===== src/rtl/sps_pkg.sv =====
// Package for the stepper phase sequencer: widths, codes, pattern tables and divider constants.
package sps_pkg;

  // Field widths.
  localparam int AMOUNT_W = 16;
  localparam int CMD_W    = 2;
  localparam int COILS_W  = 4;
  localparam int PHASE_W  = 3;
  localparam int DELAY_W  = 16;
  localparam int CFG_IDX_W = 2;
  localparam int CFG_DATA_W = 16;

  // Motor geometry.
  localparam int STEPS_PER_REV = 200;
  localparam int DEG_PER_REV   = 360;

  // Reset values of the configuration registers.
  localparam logic                 STEP_MODE_RST    = 1'b0;
  localparam logic                 INVERT_DRIVE_RST = 1'b0;
  localparam logic [DELAY_W-1:0]   PHASE_DELAY_RST  = 16'd10;

  // Degrees to steps: floor(amount * S / 360) is taken as (amount * M) >> RECIP_SHIFT.
  // With 2**RECIP_SHIFT >= 360 * 2**AMOUNT_W and M rounded up, the result is exact
  // for every amount.
  localparam int    RECIP_SHIFT = AMOUNT_W + $clog2(DEG_PER_REV);
  localparam longint RECIP_FULL =
    ((longint'(1) << RECIP_SHIFT) * STEPS_PER_REV + DEG_PER_REV - 1) / DEG_PER_REV;
  localparam longint RECIP_HALF =
    ((longint'(1) << RECIP_SHIFT) * 2 * STEPS_PER_REV + DEG_PER_REV - 1) / DEG_PER_REV;
  localparam int    RECIP_W = $clog2(RECIP_HALF + 1);
  localparam int    PROD_W  = AMOUNT_W + RECIP_W;

  // Command codes; the fourth code behaves as a time tick.
  typedef enum logic [CMD_W-1:0] {
    CMD_TICK       = 2'd0,
    CMD_MOVE_COUNT = 2'd1,
    CMD_MOVE_DEG   = 2'd2,
    CMD_TICK_ALT   = 2'd3
  } cmd_t;

  // Configuration register indexes.
  typedef enum logic [CFG_IDX_W-1:0] {
    REG_STEP_MODE    = 2'd0,
    REG_INVERT_DRIVE = 2'd1,
    REG_PHASE_DELAY  = 2'd2
  } cfg_reg_t;

  // Coil pattern tables.
  localparam logic [COILS_W-1:0] FULL_TAB [0:3] = '{4'd12, 4'd6, 4'd3, 4'd9};
  localparam logic [COILS_W-1:0] HALF_TAB [0:7] =
    '{4'd12, 4'd4, 4'd6, 4'd2, 4'd3, 4'd1, 4'd9, 4'd8};

  // Pattern for a phase index in the selected table.
  function automatic logic [COILS_W-1:0] pattern_lookup(input logic half_mode,
                                                        input logic [PHASE_W-1:0] idx);
    logic [COILS_W-1:0] pat;
    if (half_mode) begin
      pat = HALF_TAB[idx];
    end else begin
      pat = FULL_TAB[idx[1:0]];
    end
    return pat;
  endfunction

endpackage


===== src/rtl/sps_cmd_if.sv =====
// Command channel interface of the stepper phase sequencer.
interface sps_cmd_if;
  import sps_pkg::*;

  logic                valid;
  logic                ready;
  logic [CMD_W-1:0]    command;
  logic                direction;
  logic [AMOUNT_W-1:0] amount;

  modport source (output valid, command, direction, amount, input ready);
  modport sink   (input valid, command, direction, amount, output ready);
endinterface


===== src/rtl/sps_res_if.sv =====
// Result channel interface of the stepper phase sequencer.
interface sps_res_if;
  import sps_pkg::*;

  logic               valid;
  logic               ready;
  logic [COILS_W-1:0] coils;
  logic               busy_res;
  logic               accepted;
  logic               done_res;

  modport source (output valid, coils, busy_res, accepted, done_res, input ready);
  modport sink   (input valid, coils, busy_res, accepted, done_res, output ready);
endinterface


===== src/rtl/sps_cfg_if.sv =====
// Configuration write channel interface of the stepper phase sequencer.
interface sps_cfg_if;
  import sps_pkg::*;

  logic                  valid;
  logic                  ready;
  logic [CFG_IDX_W-1:0]  index;
  logic [CFG_DATA_W-1:0] data;

  modport source (output valid, index, data, input ready);
  modport sink   (input valid, index, data, output ready);
endinterface


===== src/rtl/sps_deg_conv.sv =====
// Degrees to step count conversion by reciprocal multiplication, saturating at 65535.
module sps_deg_conv (
  input  logic                         half_mode,
  input  logic [sps_pkg::AMOUNT_W-1:0] degrees,
  output logic [sps_pkg::AMOUNT_W-1:0] count
);
  import sps_pkg::*;

  localparam logic [RECIP_W-1:0] RECIP_FULL_C = RECIP_W'(RECIP_FULL);
  localparam logic [RECIP_W-1:0] RECIP_HALF_C = RECIP_W'(RECIP_HALF);

  logic [RECIP_W-1:0] recip;
  logic [PROD_W-1:0]  prod;
  logic [PROD_W-1:0]  quot;
  logic               sat;

  // The half-step table doubles the steps per revolution.
  assign recip = half_mode ? RECIP_HALF_C : RECIP_FULL_C;
  assign prod  = PROD_W'(degrees) * PROD_W'(recip);
  assign quot  = prod >> RECIP_SHIFT;

  // Clamp counts that do not fit the count field.
  assign sat   = |quot[PROD_W-1:AMOUNT_W];
  assign count = sat ? '1 : quot[AMOUNT_W-1:0];

endmodule


===== src/rtl/stepper_phase_sequencer.sv =====
// Top level of the stepper phase sequencer: command handling, phase stepping and result register.
//
//   channel | role   | transaction payload
//   --------+--------+-------------------------------------------
//   cmd     | sink   | command, direction, amount
//   res     | source | coils, busy_res, accepted, done_res
//   cfg     | sink   | index, data (register write)
//
// Each command transaction yields one result transaction;
// a new command is taken every cycle while the result register is empty or being drained.
// The single degrees-to-steps multiplier sits between the command port and the state registers.
// A stalled result holds the command channel off; configuration writes are always taken.
// Synchronous reset clears the coils, the move state and the configuration to defaults.
module stepper_phase_sequencer (
  input  logic      clk,
  input  logic      rst,
  sps_cmd_if.sink   cmd,
  sps_res_if.source res,
  sps_cfg_if.sink   cfg
);
  import sps_pkg::*;

  // Configuration registers.
  logic               step_mode;
  logic               invert_drive;
  logic [DELAY_W-1:0] phase_delay;

  // Move state.
  logic [COILS_W-1:0]  coil_pattern, coil_pattern_next;
  logic [PHASE_W-1:0]  phase_index, phase_index_next;
  logic [AMOUNT_W-1:0] passes_left, passes_left_next;
  logic [DELAY_W-1:0]  hold_count, hold_count_next;
  logic                moving, moving_next;
  logic                latched_direction, latched_direction_next;

  // Result register.
  logic               res_valid;
  logic [COILS_W-1:0] res_coils;
  logic               res_busy;
  logic               res_accepted;
  logic               res_done;

  logic                cmd_fire;
  logic                is_move;
  logic [AMOUNT_W-1:0] deg_count;
  logic [AMOUNT_W-1:0] move_count;
  logic [DELAY_W-1:0]  eff_delay;
  logic [PHASE_W-1:0]  idx_mask;
  logic [PHASE_W-1:0]  start_idx;
  logic [DELAY_W-1:0]  hold_dec;
  logic [PHASE_W-1:0]  cur_idx;
  logic [PHASE_W-1:0]  step_idx;
  logic                wrap;
  logic [AMOUNT_W-1:0] passes_dec;
  logic                acc;
  logic                done;

  // Handshakes.
  assign cmd.ready = !res_valid || res.ready;
  assign cmd_fire  = cmd.valid && cmd.ready;
  assign cfg.ready = 1'b1;

  // Configuration writes; an index past the last register is ignored.
  always_ff @(posedge clk) begin
    if (rst) begin
      step_mode    <= STEP_MODE_RST;
      invert_drive <= INVERT_DRIVE_RST;
      phase_delay  <= PHASE_DELAY_RST;
    end else if (cfg.valid && cfg.ready) begin
      unique case (cfg.index)
        REG_STEP_MODE:    step_mode    <= cfg.data[0];
        REG_INVERT_DRIVE: invert_drive <= cfg.data[0];
        REG_PHASE_DELAY:  phase_delay  <= cfg.data[DELAY_W-1:0];
        default: ;
      endcase
    end
  end

  // Degrees to steps.
  sps_deg_conv u_deg_conv (
    .half_mode (step_mode),
    .degrees   (cmd.amount),
    .count     (deg_count)
  );

  // Decoded command and derived quantities.
  assign is_move    = (cmd.command == CMD_MOVE_COUNT) || (cmd.command == CMD_MOVE_DEG);
  assign move_count = (cmd.command == CMD_MOVE_DEG) ? deg_count : cmd.amount;
  assign eff_delay  = (phase_delay == '0) ? DELAY_W'(1) : phase_delay;
  assign idx_mask   = step_mode ? 3'd7 : 3'd3;
  assign start_idx  = cmd.direction ? idx_mask : '0;
  assign hold_dec   = (hold_count == '0) ? '0 : hold_count - DELAY_W'(1);
  assign cur_idx    = phase_index & idx_mask;
  assign wrap       = latched_direction ? (cur_idx == '0) : (cur_idx == idx_mask);
  assign step_idx   = (latched_direction ? cur_idx - PHASE_W'(1) : cur_idx + PHASE_W'(1))
                      & idx_mask;
  assign passes_dec = (wrap && passes_left != '0) ? passes_left - AMOUNT_W'(1) : passes_left;

  // Next state for one command transaction.
  always_comb begin
    coil_pattern_next      = coil_pattern;
    phase_index_next       = phase_index;
    passes_left_next       = passes_left;
    hold_count_next        = hold_count;
    moving_next            = moving;
    latched_direction_next = latched_direction;
    acc                    = 1'b0;
    done                   = 1'b0;
    if (cmd_fire) begin
      if (is_move) begin
        // A move is taken only when idle; a zero count starts nothing.
        if (!moving) begin
          acc = 1'b1;
          if (move_count != '0) begin
            latched_direction_next = cmd.direction;
            passes_left_next       = move_count;
            phase_index_next       = start_idx;
            coil_pattern_next      = pattern_lookup(step_mode, start_idx);
            hold_count_next        = eff_delay;
            moving_next            = 1'b1;
          end
        end
      end else if (moving) begin
        // Time tick: count down the hold, then advance or finish.
        hold_count_next = hold_dec;
        if (hold_dec == '0) begin
          passes_left_next = passes_dec;
          if (wrap && passes_dec == '0) begin
            moving_next = 1'b0;
            done        = 1'b1;
          end else begin
            phase_index_next  = step_idx;
            coil_pattern_next = pattern_lookup(step_mode, step_idx);
            hold_count_next   = eff_delay;
          end
        end
      end
    end
  end

  // State registers.
  always_ff @(posedge clk) begin
    if (rst) begin
      coil_pattern      <= '0;
      phase_index       <= '0;
      passes_left       <= '0;
      hold_count        <= '0;
      moving            <= 1'b0;
      latched_direction <= 1'b0;
    end else begin
      coil_pattern      <= coil_pattern_next;
      phase_index       <= phase_index_next;
      passes_left       <= passes_left_next;
      hold_count        <= hold_count_next;
      moving            <= moving_next;
      latched_direction <= latched_direction_next;
    end
  end

  // Result valid flag.
  always_ff @(posedge clk) begin
    if (rst) begin
      res_valid <= 1'b0;
    end else if (cmd_fire) begin
      res_valid <= 1'b1;
    end else if (res.ready) begin
      res_valid <= 1'b0;
    end
  end

  // Result payload, loaded with each command transaction.
  always_ff @(posedge clk) begin
    if (cmd_fire) begin
      res_coils    <= coil_pattern_next ^ {COILS_W{invert_drive}};
      res_busy     <= moving_next;
      res_accepted <= acc;
      res_done     <= done;
    end
  end

  assign res.valid    = res_valid;
  assign res.coils    = res_coils;
  assign res.busy_res = res_busy;
  assign res.accepted = res_accepted;
  assign res.done_res = res_done;

`ifndef ASSERT_OFF
  // A move in progress always has a pattern hold running.
  a_hold_nonzero: assert property (@(posedge clk) disable iff (rst)
    moving |-> hold_count != '0)
    else $error("hold count is zero during a move");

  // A move in progress always has passes left to play.
  a_passes_nonzero: assert property (@(posedge clk) disable iff (rst)
    moving |-> passes_left != '0)
    else $error("no passes left during a move");

  // A move only starts from a command transaction.
  a_move_start: assert property (@(posedge clk) disable iff (rst)
    $rose(moving) |-> $past(cmd.valid && cmd.ready))
    else $error("move started without a command transaction");

  // A finished move leaves the block idle and was not a new command.
  a_done_idle: assert property (@(posedge clk) disable iff (rst)
    (res_valid && res_done) |-> (!res_busy && !res_accepted))
    else $error("done reported with busy or accepted set");
`endif

endmodule


===== src/flat_wrapper.sv =====
// flat-port wrapper written by rule: the top's interface ports become plain ports
module stepper_phase_sequencer_flat import sps_pkg::*;
  (clk, rst, cmd_valid, cmd_command, cmd_direction, cmd_amount, cmd_ready, res_valid, res_coils, res_busy_res, res_accepted, res_done_res, res_ready, cfg_valid, cfg_index, cfg_data, cfg_ready);
  sps_cmd_if cmd_i ();
  sps_res_if res_i ();
  sps_cfg_if cfg_i ();
  input  logic clk;
  input  logic rst;
  input wire logic [$bits(cmd_i.valid)-1:0] cmd_valid;
  input wire logic [$bits(cmd_i.command)-1:0] cmd_command;
  input wire logic [$bits(cmd_i.direction)-1:0] cmd_direction;
  input wire logic [$bits(cmd_i.amount)-1:0] cmd_amount;
  output wire logic [$bits(cmd_i.ready)-1:0] cmd_ready;
  output wire logic [$bits(res_i.valid)-1:0] res_valid;
  output wire logic [$bits(res_i.coils)-1:0] res_coils;
  output wire logic [$bits(res_i.busy_res)-1:0] res_busy_res;
  output wire logic [$bits(res_i.accepted)-1:0] res_accepted;
  output wire logic [$bits(res_i.done_res)-1:0] res_done_res;
  input wire logic [$bits(res_i.ready)-1:0] res_ready;
  input wire logic [$bits(cfg_i.valid)-1:0] cfg_valid;
  input wire logic [$bits(cfg_i.index)-1:0] cfg_index;
  input wire logic [$bits(cfg_i.data)-1:0] cfg_data;
  output wire logic [$bits(cfg_i.ready)-1:0] cfg_ready;
  assign cmd_i.valid = cmd_valid;
  assign cmd_i.command = cmd_command;
  assign cmd_i.direction = cmd_direction;
  assign cmd_i.amount = cmd_amount;
  assign cmd_ready = cmd_i.ready;
  assign res_valid = res_i.valid;
  assign res_coils = res_i.coils;
  assign res_busy_res = res_i.busy_res;
  assign res_accepted = res_i.accepted;
  assign res_done_res = res_i.done_res;
  assign res_i.ready = res_ready;
  assign cfg_i.valid = cfg_valid;
  assign cfg_i.index = cfg_index;
  assign cfg_i.data = cfg_data;
  assign cfg_ready = cfg_i.ready;
  stepper_phase_sequencer u_core (.clk(clk), .rst(rst), .cmd(cmd_i), .res(res_i), .cfg(cfg_i));
endmodule

===== config.mk =====
export PLATFORM = sky130hd
export DESIGN_NAME = stepper_phase_sequencer_flat
export DESIGN_NICKNAME = d
export VERILOG_FILES = /design/src/rtl/sps_pkg.sv /design/src/rtl/sps_cmd_if.sv /design/src/rtl/sps_res_if.sv /design/src/rtl/sps_cfg_if.sv /design/src/rtl/sps_deg_conv.sv /design/src/rtl/stepper_phase_sequencer.sv /design/src/flat_wrapper.sv
export SDC_FILE = /design/constraint.sdc
export NUM_CORES = 1
export LEC_CHECK = 0
export ABC_AREA = 1
export BUFFER_PORTS_ARGS = -buffer_cell sky130_fd_sc_hd__buf_4
export CAP_MARGIN = 20
export CORE_AREA = 2 2 184 141
export CTS_CLUSTER_DIAMETER = 200
export DETAILED_ROUTE_END_ITERATION = 10
export DIE_AREA = 0 0 186 143
export PLACE_DENSITY = 0.83
export REMOVE_ABC_BUFFERS = 1
export SETUP_SLACK_MARGIN = 0.3
export SLEW_MARGIN = 20
export SYNTH_ARGS = -nofsm -noshare
export SYNTH_HDL_FRONTEND = slang
export SYNTH_SLANG_ARGS = --single-unit

===== constraint.sdc =====
create_clock -name clk -period 9.9 [get_ports clk]
set_input_delay 0.99 -clock clk [delete_from_list [all_inputs] [get_ports clk]]
set_output_delay 0.99 -clock clk [all_outputs]
set_load 0.05 [all_outputs]

---- Yosys cells after proc, flatten, opt, wreduce, memory -nomap -nowiden ----
Memory sizes are Yosys's and may differ from the RTL's.
Index checks and enable logic that the tools add are counted.
storage, ports and cells
  bits in registers ....................... 67
  bits in read-only memories .............. 64
  output and inout bits ................... 10
  word-level logic and storage cells ...... 124
  memories kept ........................... 2
operators by class
  add/subtract/negate cells ............... 4
  multipliers ............................. 1
  $lt $le $gt $ge ......................... 4
  eq/ne operators ......................... 7
  multiplexer cells ....................... 57
  bitwise logic cells ..................... 9
  reduce and logical (&&, ||, !) cells .... 26
memory list
  memory           depth  bits a word  rd ports  clocked after Yosys merged registers in  wr ports  RTL line       RTL
  (no name shown)  8      4            1         0                                        0         sps_pkg.sv:58  pat = HALF_TAB[idx];
  (no name shown)  8      4            1         0                                        0         sps_pkg.sv:58
operators by type and width
  operator                 count
  $mux W16                 16
  $mux W4                  17
  $logic_not A16 Y1        4
  $mul A16 B26 Y42         1
  $reduce_bool A16 Y1      2
  $sub A16 B1 Y16 const B  2
  $mux W3                  9
  $mux W26                 1
  $bmux W4 S2              2
  $mux W1                  12
  $ge A4 B4 Y1 const B     2
  $not A3 Y4               2
  $reduce_and A4 Y1        2
  $reduce_bool A2 Y1       4
  $and A3 B3 Y3            2
  $ge A3 B3 Y1 const B     2
  $not A2 Y3               2
  $reduce_and A2 Y1        3
  $reduce_and A6 Y1        1
  $reduce_and A5 Y1        1
  $eq A2 B1 Y1 const B     2
  $eq A2 B2 Y1 const B     2
  $xor A4 B4 Y4            1
  $add A3 B1 Y3 const B    1
  other kinds (11)         15

---- Logic depth before layout (Yosys ltp) ----
  word-level depth ........................ 16
  depth in mapped cells ................... 47
  depth with buffers taken out ............ 45

---- Cells and area by module ----
From an unflattened synthesis, not the netlist that was laid out.
unflattened totals
  cells, all modules ...................... 1,985
  area total of the unflattened synthesis .. 13,556.8 um^2
modules (own cells, without submodules)
  module                   times used  cells an instance  area an instance (um^2)
  sps_deg_conv             1           1,216              8,775.9
  stepper_phase_sequencer  1           769                4,780.8

---- Worst setup path after synthesis ----
Ideal clock, no wire load.
  path kind ............................... input to register
  start ................................... in cmd_amount[14]
  end ..................................... reg u_core.res_busy, in the netlist u_core.res.busy_res, data pin
  data arrival time ....................... 6.776 ns
  data required time ...................... 9.638 ns
  slack ................................... 2.862 ns
  stages .................................. 40
  path buffers ............................ 2
  cell sequence ........................... nand2_1 -> nor2_1 -> inv_1 -> nand3_1 -> inv_1 -> ha_1 -> or2_2 -> fa_1 -> inv_1 -> fa_1 -> inv_1 -> fa_1 -> inv_1 -> fa_1 -> inv_1 -> fa_1 -> ha_1 -> nand2_1 -> (+4 left out) -> nor2_2 -> nand2_2 -> nand3_2 -> nand2_1 -> nand2_2 -> buf_6 -> nand3_2 -> nand2_2 -> nand2_1 -> nor2_1 -> nand2_1 -> nor2_2 -> nand3_2 -> nand2_2 -> inv_2 -> buf_2 -> o211ai_1 -> nand2_1
between the ends
  cells in the longest elaborated chain, start to end .. 8
RTL lines
  element                       RTL line                        RTL
  from (decl)                   flat_wrapper.sv:12              input wire logic [$bits(cmd_i.amount)-1:0] cmd_amount;
  $mul A16 B26 Y42              sps_deg_conv.sv:19              assign prod = PROD_W'(degrees) * PROD_W'(recip);
  $mux W16                      sps_deg_conv.sv:24              assign count = sat ? '1 : quot[AMOUNT_W-1:0];
  $mux W16 *                    stepper_phase_sequencer.sv:88   assign move_count = (cmd.command == CMD_MOVE_DEG) ? deg_count : cmd.amount;
  $reduce_bool A16 Y1 *         stepper_phase_sequencer.sv:114  if (move_count != '0) begin
  $mux W1 *                     stepper_phase_sequencer.sv:114
  $mux W1 *                     stepper_phase_sequencer.sv:112  if (!moving) begin
  $mux W1 *                     stepper_phase_sequencer.sv:110  if (is_move) begin
  $mux W1 *                     stepper_phase_sequencer.sv:109  if (cmd_fire) begin
  named net u_core.moving_next  stepper_phase_sequencer.sv:33   logic moving, moving_next;
  to (signal assigned)          stepper_phase_sequencer.sv:175  res_busy <= moving_next;
  to (decl)                     stepper_phase_sequencer.sv:39   logic res_busy;
Mark *: on every way through the listed nets, which the timed path passes. The rest lies on a longest branch.
A chain may end at the register's enable or synchronous reset.

---- Worst setup path in the final report ----
  start ................................... reg u_core.step_mode
  end ..................................... reg u_core.hold_count[12]
between the ends
  cells in the longest elaborated chain, start to end .. 12
  elaborated cells on any way between the ends .. 20
  classes of those cells .................. mul: 1; eq/ne: 1; mux: 10; bitwise: 1; reduce/logical: 7
RTL lines
  element                                                    RTL line                        RTL
  from (decl)                                                stepper_phase_sequencer.sv:24   logic step_mode;
  from (signal assigned)                                     stepper_phase_sequencer.sv:71   REG_STEP_MODE: step_mode <= cfg.data[0];
  branches (longest 12 deep; another with $mul A16 B26 Y42)  --
  to (signal assigned)                                       stepper_phase_sequencer.sv:154  hold_count <= hold_count_next;
  to (decl)                                                  stepper_phase_sequencer.sv:32   logic [DELAY_W-1:0] hold_count, hold_count_next;
Parallel ways; which one is timed is not known. The select of a mux whose other input is x is not followed.

==> results by group <==
Run status
  • Status: completed

Cells and area
  • Fin area: 14400 um^2
  • Fillers: 2335
  • Area grow syn2layout: 7.28%
  • Final nets: 2343
  • Layout cells sized above 1: 7.87%

GRT
  • Congestion Overflow GR: 0
  • First-pass GRT wire length: 62.3 mm
  • Tot GR Track Use: 30.2%
  • Largest net degree at the start of global routing: 33
  • Initial antenna violation count: 1
  • Vias in the first global route: 12.2k

Routing
  • Max Used Layer: met4
  • Antenna viol nets, final: 0
  • Via-to-Cell Ratio: 5.33
  • Metal3 WL: 4.05 mm
  • Drc violations: 0
  • Routed WL per cell: 16.4 um
  • Post-Route WL: 38.2 mm
  • Vias: 12.4k
  • WL met2: 16.0 mm
  • TritonRoute pass-1 iters: 6
  • Metal1 wirelength: 17.5 mm
  • 1st-iter DRT viols: 1484

Place
  • Input/output buffers: 50
  • GP Congestion: 1.05
  • Dpl cell area: 14100 um^2
  • Post-DP HPWL: 33.0 mm
  • DP Worst Slack: 1790 ps

Timing
  • Slew at the pin closest to its max-slew limit: 826 ps
  • Final Hold Fails: 0
  • Setup TNS: 0 ps
  • Fin crit period: 8010 ps
  • Max_slew headroom: 44.9%
  • Max Clk Rate: 125 MHz
  • Worst hold margin: 484 ps
  • RSZ-0062 raised after global routing: false
  • Final setup fails: 0
  • Final cycle utilization of the critical path: 80.9%
  • Worst Skew: 7.46 ps
  • Slew Viols, Final: 0
  • Final setup margin: 1890 ps

Die
  • Row count: 50
  • Area of the die: 26600 um^2
  • Total core area: 24700 um^2
  • Initial Utilization: 54.2%
  • Die H: 143 um
  • I/O pins: 52
  • Die X: 186 um

Yosys
  • Main synth FF type: dfxtp_1
  • Synth area leaders: fa_1 24%, ha_1 14%, inv_1 13%
  • Distinct cells, synth: 45
  • Post-synth EDFFs: 7
  • Synth top area share: 23.9%
  • Register area share after synthesis: 10.5%
  • Synth top cells by count: 464 x inv_1, 442 x nand2_1, 182 x nor2_1, 160 x fa_1, 152 x ha_1
  • Post-Syn Instances: 1945
  • Mapped Area: 13400 um^2
  • Most common cell in the netlist: inv_1
  • FFs w/ async S/R, synth: 0%
  • Synth area leader: fa_1
  • Number of synthesized register bits: 67
  • Avg Cell Area, Syn: 6.89 um^2
  • Synth warn: 0

Clock network
  • Clock buffer depth: 2
  • Post-CTS sizing: 0
  • TritonCTS clock tree: yes
  • CTS HTree Levels: 3
  • TritonCTS buffer count: 9
  • Clk slew on worst S/H paths: 60 ps
  • Clk Latency, worst-skew pair: 330 ps
  • Hold Buf Count CTS: 0
  • Setup bufs post-CTS: 0
  • CTS sink count: 67
  • CTS root buf: clkbuf_16

Flow run
  • Max_cap viols: 0

Worst hold path
  • Hold Path Class: register to register

Worst setup path
  • Critical path arrival: 8240 ps
  • Worst stage delay on the critical path: 710 ps
  • Critical path's most frequent cell: nand2_1
  • Worst Path Required: 10130 ps
  • Slowest-stage cell, CP: dfxtp_1
  • Critical path class: register to register
  • Startpoint type of the worst setup path: register
  • Critical Path Sink Type: register
  • Critical path peak fanout: 25
[layer usage]
metal  vias to the layer above  global-route usage [%]
met5                         -                       0
met4                         0                    6.05
met3                        51                    6.73
met2                       553                    44.7
met1                      5829                    45.0
li1                       5999                       -
[worst paths after layout]
kind	from	endpoint	slack, ps	depth (start not counted)
setup / recovery	u_core.step_mode$_SDFFE_PP0P_	u_core.hold_count[12]$_SDFFE_PP0P_	1890	33
hold / removal	u_core.hold_count[0]$_SDFFE_PP0P_	u_core.hold_count[0]$_SDFFE_PP0P_	480	2
setup reg to reg	u_core.step_mode$_SDFFE_PP0P_	u_core.hold_count[12]$_SDFFE_PP0P_	1890	33
hold reg to reg	u_core.hold_count[0]$_SDFFE_PP0P_	u_core.hold_count[0]$_SDFFE_PP0P_	480	2
[cell usage in the layout, fill, tap and decap left out, drive strengths merged, types with 12 or more instances in the layout]
cell / instances
buf: 55
nor4: 17
nor2: 202
fa: 160
clkbuf: 12
nand4: 24
dfxtp: 60
inv: 479
ha: 152
o21ai: 94
nor3: 18
nand2: 469
a21oi: 73
conb: 13
xor2: 20
nand3: 91
[flip-flops by register name (all words and copies together), names as in the netlist, 3 cells and up]
register	cells
u_core.coil_pattern	4
u_core.passes_left	16
u_core.phase_delay	16
u_core.res.coils	4
u_core.phase_index	3
u_core.hold_count	16
[worst max-delay path, delay by kind of cell (launching register included)]
kind,cells,cell delay [ps]
buf+inv,7,1410
fa+ha+maj,7,3130
simple gates,19,2600
flops,1,710
[metrics by stage]
stage / util [%] / cells
5_1_grt: 58.1 / 2332
6_report: 58.2 / 2333
2_1_floorplan: - / 1923
3_5_place_dp: 57.0 / 2316
4_1_cts: 58.1 / 2332
3_3_place_gp: 57.0 / 2316
[layout make-up]
class,count,area [um^2],area share [%]
Tap cell,338,423,2.94
Antenna cell,1,2.50,0.0174
Clock inverter,4,25.0,0.174
Multi-Input combinational cell,1373,10000,69.8
Clock buffer,12,256,1.78
Timing Repair Buffer,55,413,2.87
Inverter,483,1810,12.6
Sequential cell,67,1410,9.82
[cells by family after synthesis]
| group | synth area share (%) |
|---|---|
| other | 0.0561 |
| adder cells (fa/ha/maj) | 38.1 |
| XOR/XNOR | 1.77 |
| buffers and inverters | 14.9 |
| AND/OR/NAND/NOR | 26.7 |
| AO/OA/AOI/OAI | 7.94 |
| flip-flops | 10.5 |
Power is left out: the tool's default activity adds up to more than one toggle a clock period on the data nets, which glitch-free logic cannot reach.
